$ cat config.mk
export PLATFORM = sky130hd
export DESIGN_NAME = stbs_ctrl
export DESIGN_NICKNAME = d
export VERILOG_FILES = /design/src/design/stbs_pkg.sv /design/src/design/stbs_ctrl.sv
export SDC_FILE = /design/constraint.sdc
export NUM_CORES = 1
export LEC_CHECK = 0
export BUFFER_PORTS_ARGS = -buffer_cell sky130_fd_sc_hd__buf_2
export CAP_MARGIN = 10
export CELL_PAD_IN_SITES_DETAIL_PLACEMENT = 1
export CELL_PAD_IN_SITES_GLOBAL_PLACEMENT = 2
export CORE_MARGIN = 2
export CORE_UTILIZATION = 19
export DETAILED_ROUTE_END_ITERATION = 16
export PLACE_DENSITY_LB_ADDON = 0.1
export SLEW_MARGIN = 25
export SYNTH_ARGS = -nofsm -noshare
export SYNTH_HDL_FRONTEND = slang
export SYNTH_SLANG_ARGS = --single-unit
$ cat constraint.sdc
create_clock -name i_clk -period 2.9 [get_ports i_clk]
set_input_delay 0.29 -clock i_clk [delete_from_list [all_inputs] [get_ports i_clk]]
set_output_delay 0.29 -clock i_clk [all_outputs]
set_load 0.01 [all_outputs]
$ cat src/design/stbs_pkg.sv
// Shared types, codes and widths for the sorted table binary search block.
package stbs_pkg;

    localparam int KEY_W            = 27;
    localparam int PAY_W            = 32;
    localparam int REQ_W            = 2;
    localparam int STATUS_W         = 3;
    localparam int DEF_TABLE_DEPTH  = 512;

    localparam logic [REQ_W-1:0] REQ_QUERY  = 2'd0;
    localparam logic [REQ_W-1:0] REQ_APPEND = 2'd1;
    localparam logic [REQ_W-1:0] REQ_CLEAR  = 2'd2;

    typedef enum logic [STATUS_W-1:0] {
        ST_APPENDED  = 3'd0,
        ST_FULL      = 3'd1,
        ST_FOUND     = 3'd2,
        ST_NOT_FOUND = 3'd3,
        ST_EMPTY     = 3'd4,
        ST_CLEARED   = 3'd5
    } t_status;

    typedef enum logic [2:0] {
        S_IDLE,
        S_DECODE,
        S_READ,
        S_CMP,
        S_DONE
    } t_state;

    typedef struct packed {
        logic    req_ready;
        logic    load_req;
        logic    do_append;
        logic    do_clear;
        logic    init_search;
        logic    read_probe;
        logic    step_search;
        logic    set_res;
        t_status res_code;
        logic    out_load;
    } t_cmd;

    typedef struct packed {
        logic is_append;
        logic is_clear;
        logic full;
        logic empty;
        logic key_eq;
        logic more_left;
        logic out_free;
    } t_sts;

endpackage

$ cat src/design/stbs_ctrl.sv
// Controller state machine: sequences decode, probe reads and result hand-off.
module stbs_ctrl
    import stbs_pkg::*;
(
    input  logic i_clk,
    input  logic i_rst_n,
    input  logic i_req_valid,
    input  t_sts i_sts,
    output t_cmd o_cmd
);

    t_state r_state;
    t_state n_state;

    always_ff @(posedge i_clk) begin
        if (!i_rst_n) begin
            r_state <= S_IDLE;
        end else begin
            r_state <= n_state;
        end
    end

    always_comb begin
        n_state = r_state;
        unique case (r_state)
            S_IDLE: begin
                if (i_req_valid) begin
                    n_state = S_DECODE;
                end
            end
            S_DECODE: begin
                if (i_sts.is_append || i_sts.is_clear || i_sts.empty) begin
                    n_state = S_DONE;
                end else begin
                    n_state = S_READ;
                end
            end
            S_READ: n_state = S_CMP;
            S_CMP: begin
                if (!i_sts.key_eq && i_sts.more_left) begin
                    n_state = S_READ;
                end else begin
                    n_state = S_DONE;
                end
            end
            S_DONE: begin
                if (i_sts.out_free) begin
                    n_state = S_IDLE;
                end
            end
            default: n_state = S_IDLE;
        endcase
    end

    always_comb begin
        o_cmd           = '0;
        o_cmd.res_code  = ST_NOT_FOUND;
        unique case (r_state)
            S_IDLE: begin
                o_cmd.req_ready = 1'b1;
                o_cmd.load_req  = i_req_valid;
            end
            S_DECODE: begin
                if (i_sts.is_append) begin
                    o_cmd.do_append = 1'b1;
                    o_cmd.set_res   = 1'b1;
                    o_cmd.res_code  = i_sts.full ? ST_FULL : ST_APPENDED;
                end else if (i_sts.is_clear) begin
                    o_cmd.do_clear = 1'b1;
                    o_cmd.set_res  = 1'b1;
                    o_cmd.res_code = ST_CLEARED;
                end else if (i_sts.empty) begin
                    o_cmd.set_res  = 1'b1;
                    o_cmd.res_code = ST_EMPTY;
                end else begin
                    o_cmd.init_search = 1'b1;
                end
            end
            S_READ: o_cmd.read_probe = 1'b1;
            S_CMP: begin
                if (i_sts.key_eq) begin
                    o_cmd.set_res  = 1'b1;
                    o_cmd.res_code = ST_FOUND;
                end else begin
                    // narrow the range; give up once it is empty
                    o_cmd.step_search = 1'b1;
                    if (!i_sts.more_left) begin
                        o_cmd.set_res  = 1'b1;
                        o_cmd.res_code = ST_NOT_FOUND;
                    end
                end
            end
            S_DONE: o_cmd.out_load = i_sts.out_free;
            default: o_cmd = '0;
        endcase
    end

endmodule

# Yosys cells after proc, flatten, opt, wreduce, memory -nomap -nowiden
# Cells that the tools add are included.
[totals]
reg_bits = 3
input_bits = 10
out_inout_bits = 12
elab_cells = 37
[op_classes]
n_eq_ne = 6
mux = 23
n_reduce_logical = 7
[op_table]
columns = ["op", "count"]
rows = [
  ["two-way mux 4 bit", 5],
  ["two-way mux 3 bit", 5],
  ["one-hot mux 3 bit (5 select lines)", 1],
  ["one-hot mux 4 bit (3 select lines)", 1],
  ["two-way mux 1 bit", 9],
  ["equality test 3 x 2 -> 1 bit (second input constant)", 2],
  ["two-way mux 2 bit", 2],
  ["!= test 2 bit (second input constant)", 2],
  ["equality test 3 x 1 -> 1 bit (second input constant)", 1],
  ["equality test 3 bit (second input constant)", 1],
  ["logical NOT 3 bit", 1],
  ["OR reduction 3 bit", 1],
  ["logical OR 1 bit", 2],
  ["AND reduction 2 bit", 1],
  ["logical AND 1 bit", 1],
  ["logical NOT 1 bit", 1],
]

# Depth between registers and ports, before layout
# Gate-level depths: netlist (run 1).
[logic_depth]
word_depth = 4
mapped_depth = 4
mapped_depth_nobuf = 3

# Least setup slack after synthesis (run 1)
# No wires, ideal clock.
[synth_path]
path_kind = "reg-to-output"
start = "register r_state[2]"
end = "output port o_cmd[8] (netlist name)"
arrival_ns = 1.083
required_ns = 2.610
setup_slack_ns = 1.527
stages_incl_launch_ff = 4
cell_sequence = "dfxtp_1 > clkbuf_1 > nand2b_4 > nor4b_1"
[synth_rtl]
columns = ["element", "line_no", "source"]
rows = [
  ["start, declared", "stbs_ctrl.sv:12", "t_state r_state;"],
  ["start signal, assigned", "stbs_ctrl.sv:19", "r_state <= n_state;"],
  ["end, declared", "stbs_ctrl.sv:9", "output t_cmd o_cmd"],
]

==> results of run 1 <==
final cells by class:
cell class                 count  area [um2]  area share, %
multi-input combinational     30         214           49.4
timing repair buffer          21         105           24.3
clock buffer                   4        26.3           6.07
tap                           16        20.0           4.62
inverter                       2        7.51           1.73
sequential                     3        60.1           13.9
layout by cell type (no fill, tap or decap), types with 2 or more instances in the layout:
master / netlist / final
nor3b_1: 2 / 2
buf_2: 1 / 21
clkbuf_4: 0 / 3
nor3_1: 3 / 3
o21a_1: 2 / 2
dfxtp_1: 3 / 3
nor4b_1: 2 / 2
nand2b_1: 2 / 2
o21ai_0: 2 / 2
inv_1: 2 / 2
nor2b_1: 2 / 2
nor2_1: 4 / 4
path summary, 6_finish.rpt:
check,start,endpoint,slack (ns),cells after the start
max reg2reg,r_state[1],r_state[2],1.61,3
max,r_state[1],o_cmd[1],1.14,3
min,i_rst_n,r_state[2],0.30,2
min reg2reg,r_state[2],r_state[0],0.61,1
per-stage QoR:
stage	instances	power [uW]	cell area, um2	setup slack (ns)	util [%]
after floorplan	38	72.0	298	1.53	-
after global placement	72	90.7	407	1.45	27.3
after detailed placement	72	92.4	407	1.37	27.3
after CTS	76	165	433	1.13	29.1
after global routing	76	173	433	1.04	29.1
final	76	161	433	1.14	29.1
power by group:
group	internal, uW	switching (uW)
Clock	51.3	18.3
Combinational	20.6	20.8
Sequential	43.6	6.37
kinds of logic (layout without fill, tap and decap cells):
family / count (synthesis) / after routing / synth area share (%)
buffers and inverters: 5 / 27 / 7.98
DFF: 3 / 3 / 20.2
AOI/OAI and AO/OA: 9 / 9 / 21.8
and+or+nand+nor: 21 / 21 / 50.0
metal layers:
metal | up-vias | track usage, %
met1 | 156 | 14.1
li1 | 187 | -
met4 | 0 | 3.64
met5 | - | 0
met3 | 0 | 3.33
met2 | 12 | 15.0
critical path: cells and delay by family (launching register included):
family	cells	cell delay (ns)
DFF	1	0.68
AOI/OAI and AO/OA	1	0.23
and+or+nand+nor	1	0.16
buffers and inverters	1	0.16
==> flow_summary.ini, run 1 <==
[status]
status = finished clean

[grt]
grtUsageTotal_pct = 10.3
grt_pass1_wl_um = 1500
antenna_found_initial = 0
first_global_vias = 328
grt_max_degree = 17
grt_overflow = 0

[cells_and_area]
fill_cells = 181
top_register = r_state
top_regs = r_state: 3 flops
antennaDiodeCount = 0
largest_reg_flops = 3
layout-drive-gt1-share_pct = 45.0
area_growth_pct = 45.4
fin_nets = 71

[sta]
fmax_ghz = 0.568
slew_headroom_pct = 60.6
finalCritPeriodShare_pct = 60.7
tns_ns = 0
hold_slack_ns = 0.298
setup_viol = 0
worstMarginPinSlew_ns = 0.591
grt_setup_unrepaired = no
fin_crit_ns = 1.76
final-max-slew-violation-count = 0
hold_violations = 0
fin_skew_ns = 0.00247

[clock_tree]
root_buffer = clkbuf_4
cts.clk_slew.worst_paths_ns = 0.03
clk_latency_ns = 0.23
cts_tree = built
cts_made_buffers = 3
ctsLongestPathBuffers = 2
cts_sinks = 3
cts_hold_buf = 0
cts_resized = 0
h-tree-depth = 1
postCtsSetupBuffers = 0

[detailed_routing]
dr_wl_met3_um = 59
antenna_left = 0
wl_met1_um = 457
avgViaCountPerCell = 4.67
top_layer_used = met3
wl_per_cell_um = 12.7
first_pass_iters = 2
met2_length_um = 449
wirelength_um = 966
drt-initial-drc-count = 11
remaining_drc_errors = 0
vias = 355

[synth]
synth_warnings = 0
synth_top_area_cell = dfxtp_1
synthFlopType = dfxtp_1
syn_area_um2 = 298
synth-edff-count = 0
synth_common_cells = nor2_1 (4), dfxtp_1 (3), nor3_1 (3)
syn_inst = 38
synth.distinct_cells = 24
syn_nets = 48
ys_seq_area_share_pct = 20.2
syn-mean-instance-area_um2 = 7.84
synth_top_area_share_pct = 20.2
synth_area_leaders = dfxtp_1 (20%), nor4_4 (7.1%), nor4b_1 (5.9%), nor3_1 (5.0%), nor2_1 (5.0%)
yosysMostFrequentCell = nor2_1
synth_seq_cells = 3
synthArstFlopShare_pct = 0

[die]
fp.coreArea_um2 = 1490
die_h_um = 43.6
io_pins = 22
start_util_pct = 20.0
die_w_um = 43.6
die_area_um2 = 1900
std_cell_rows = 14

[worst_setup_path]
cp_max_fo = 16
required_ns = 2.61
crit_chain = nand2b_1 -> a31oi_1 -> buf_2
cp_slowest_cell = dfxtp_1
critical_path_class = reg2out
max_stage_delay_ns = 0.68
cp-end-kind = output port
cp-start-kind = flip-flop
crit_arrival_ns = 1.47

[pwr]
powerDensity_nw_per_um2 = 372
ir_worst_vdd_mv = 0.282
p_leak_uw = 0.000189

[placed_design]
port_buffers = 21
globalplace.congestion = 0.731

[min_path]
min_path_type = in2reg

[job]
maxCapViolCount = 0
No activity file was read; power rests on OpenSTA's default activity.
==> inputs of run 2 (changes only) <==
- ABC_AREA: default -> 1
- CORE_UTILIZATION: 19 -> 15
- clock period: 2.9 -> 1.7 ns (I/O delays scaled with it)
==> run 2 against run 1 <==
  * Hold slack got worse by 0.16 ns
  * Die area grew 25%
  * Flip-flop and latch count stayed put
  * Clock skew about the same
  * Largest power group unchanged
  * Total power grew 75%
  * Critical endpoint unchanged
  * First-iteration DRC count down 91%
  * Synthesized cell count rose by 45%
==> flow_summary.ini, run 2 <==
[detailed_routing]
vias = 393
antenna_left = 0
drt-initial-drc-count = 1
wl_per_cell_um = 8.31
remaining_drc_errors = 0
avgViaCountPerCell = 3.71
first_pass_iters = 2
wirelength_um = 881

[synth]
ys_seq_area_share_pct = 20.1
syn_nets = 65
synth_common_cells = nor2_1 (12), nand2_1 (11), inv_1 (10)
synthFlopType = dfxtp_1
syn-mean-instance-area_um2 = 5.44
syn_area_um2 = 299
syn_inst = 55
synth.distinct_cells = 15
synth_top_area_share_pct = 20.1
synth_area_leaders = dfxtp_1 (20%), nor2_1 (15%), nand2_1 (14%), inv_1 (13%), nand3_1 (6.7%)
yosysMostFrequentCell = nor2_1
synthArstFlopShare_pct = 0
synth_top_area_cell = dfxtp_1
synth_seq_cells = 3
synth-edff-count = 0
synth_warnings = 0

[placed_design]
globalplace.congestion = 0.648
port_buffers = 21
hpwl_um = 766
dp.cells = 102

[clock_tree]
cts_sinks = 3
cts_tree = built
h-tree-depth = 1
root_buffer = clkbuf_4
cts.clk_slew.worst_paths_ns = 0.03
postCtsSetupBuffers = 0
clk_latency_ns = 0.23
ctsLongestPathBuffers = 2
cts_hold_buf = 0
cts_resized = 0
cts_made_buffers = 3

[sta]
finalCritPeriodShare_pct = 81.5
slew_headroom_pct = 76.4
fin_crit_ns = 1.39
hold_violations = 0
fmax_ghz = 0.722
hold_slack_ns = 0.137
grt_setup_unrepaired = no
worstMarginPinSlew_ns = 0.353
setup_viol = 0
final-max-slew-violation-count = 0
fin_skew_ns = 0.00229
tns_ns = 0

[worst_setup_path]
reg2reg_depth = 5
cp_slowest_cell = dfxtp_1
critical_path_class = reg2out
cp-startpoint = r_state[2]
cp-end-kind = output port
r2r-start = r_state[2]
cp-start-kind = flip-flop
required_ns = 1.53
max_stage_delay_ns = 0.52
crit_arrival_ns = 1.22
crit_chain = nor2_1 -> o211ai_1 -> nand3_1 -> buf_2
cp_max_fo = 9

[pwr]
powerDensity_nw_per_um2 = 613
switching_power_uw = 87.4
switching_share_pct = 31.0
pwr-share-comb_pct = 27.4
p_seq_share_pct = 29.2
p_int_uw = 194
power_uw = 282
ir_worst_vdd_mv = 0.258
power_frac_clock_pct = 43.3
p_leak_uw = 0.000270

[grt]
antenna_found_initial = 0
grt_overflow = 0
first_global_vias = 402
grt_pass1_wl_um = 1540
grt_max_degree = 10
grtUsageTotal_pct = 8.41

[job]
maxCapViolCount = 0

[cells_and_area]
top_register = r_state
area_growth_pct = 53.6
final_cells = 106
final_cell_mix = buf_2 (21), nor2_1 (12), nand2_1 (11), inv_1 (10), nand3_1 (4)
largest_reg_flops = 3
fin_nets = 90
antennaDiodeCount = 0
top_regs = r_state: 3 flops
layout-drive-gt1-share_pct = 41.8
layout_commonest_cell = buf_2

[min_path]
min-delay-start = i_rst_n
min_path_type = in2reg
hold_depth = 3

[die]
die_area_um2 = 2370
die_w_um = 48.7
std_cell_rows = 16
fp.coreArea_um2 = 1920
start_util_pct = 15.6
io_pins = 22
die_h_um = 48.7

[status]
status = finished clean
## run 2: cell types whose count changed in the layout (fill, tap and decap cells not counted), moves of 3 or more
cell	delta
inv_1	+8
nor2_1	+8
nand2_1	+10
nor2_2	+3
nand3_1	+4
## run 2: cells by family after synthesis
logic type | count (synthesis) | synth area share, %
and+or+nand+nor | 36 | 56.5
buffers and inverters | 13 | 16.7
DFF | 3 | 20.1
AOI/OAI and AO/OA | 3 | 6.69
## run 2: worst paths after layout
path	endpoint	slack, ns
setup / recovery	o_cmd[1]	0.31
hold / removal	r_state[2]	0.14
setup reg to reg	r_state[1]	0.64
hold reg to reg	r_state[0]	0.65
## run 2: power by group through the flow
stage	Sequential (uW)	Clock [uW]	Combinational, uW
finish	82.4	122	77.3
floorplan	78.7	0	50.5
detailed placement	83.8	0	79.7
global placement	83.5	0	80.4
global route	83.2	137	89.3
CTS	82.7	130	79.9
## run 2: per-layer routing
| layer | share of wire, % | vias to the layer above | global-route usage (%) |
|---|---|---|---|
| met2 | 50 | 10 | 14.6 |
| met1 | 43 | 169 | 9.21 |
| met5 | 0 | - | 0 |
| met3 | 6.8 | 0 | 2.47 |
| li1 | - | 214 | - |
| met4 | 0 | 0 | 4.29 |
## run 2: cell type report
| class | instances | area, um2 |
|---|---|---|
| Sequential cell | 3 | 60.1 |
| Inverter | 12 | 45.0 |
| Timing Repair Buffer | 21 | 105 |
| Tap cell | 27 | 33.8 |
| Clock buffer | 4 | 26.3 |
| Fill cell | 274 | 1460 |
| Multi-Input combinational cell | 39 | 189 |
## run 2: stage by stage
step	setup WS, ns	utilization [%]	cell area (um2)
finish	0.314	23.9	459
global route	0.154	23.9	459
CTS	0.258	23.9	459
detailed placement	0.515	22.5	433
global placement	0.528	22.5	433
floorplan	0.640	-	299
## run 2: worst max-delay path: cells and delay by family (launching register included)
kind	cells	cell delay [ns]
flip-flops	1	0.52
buffers and inverters	1	0.14
AND/OR/NAND/NOR	2	0.22
AO/OA/AOI/OAI	1	0.10
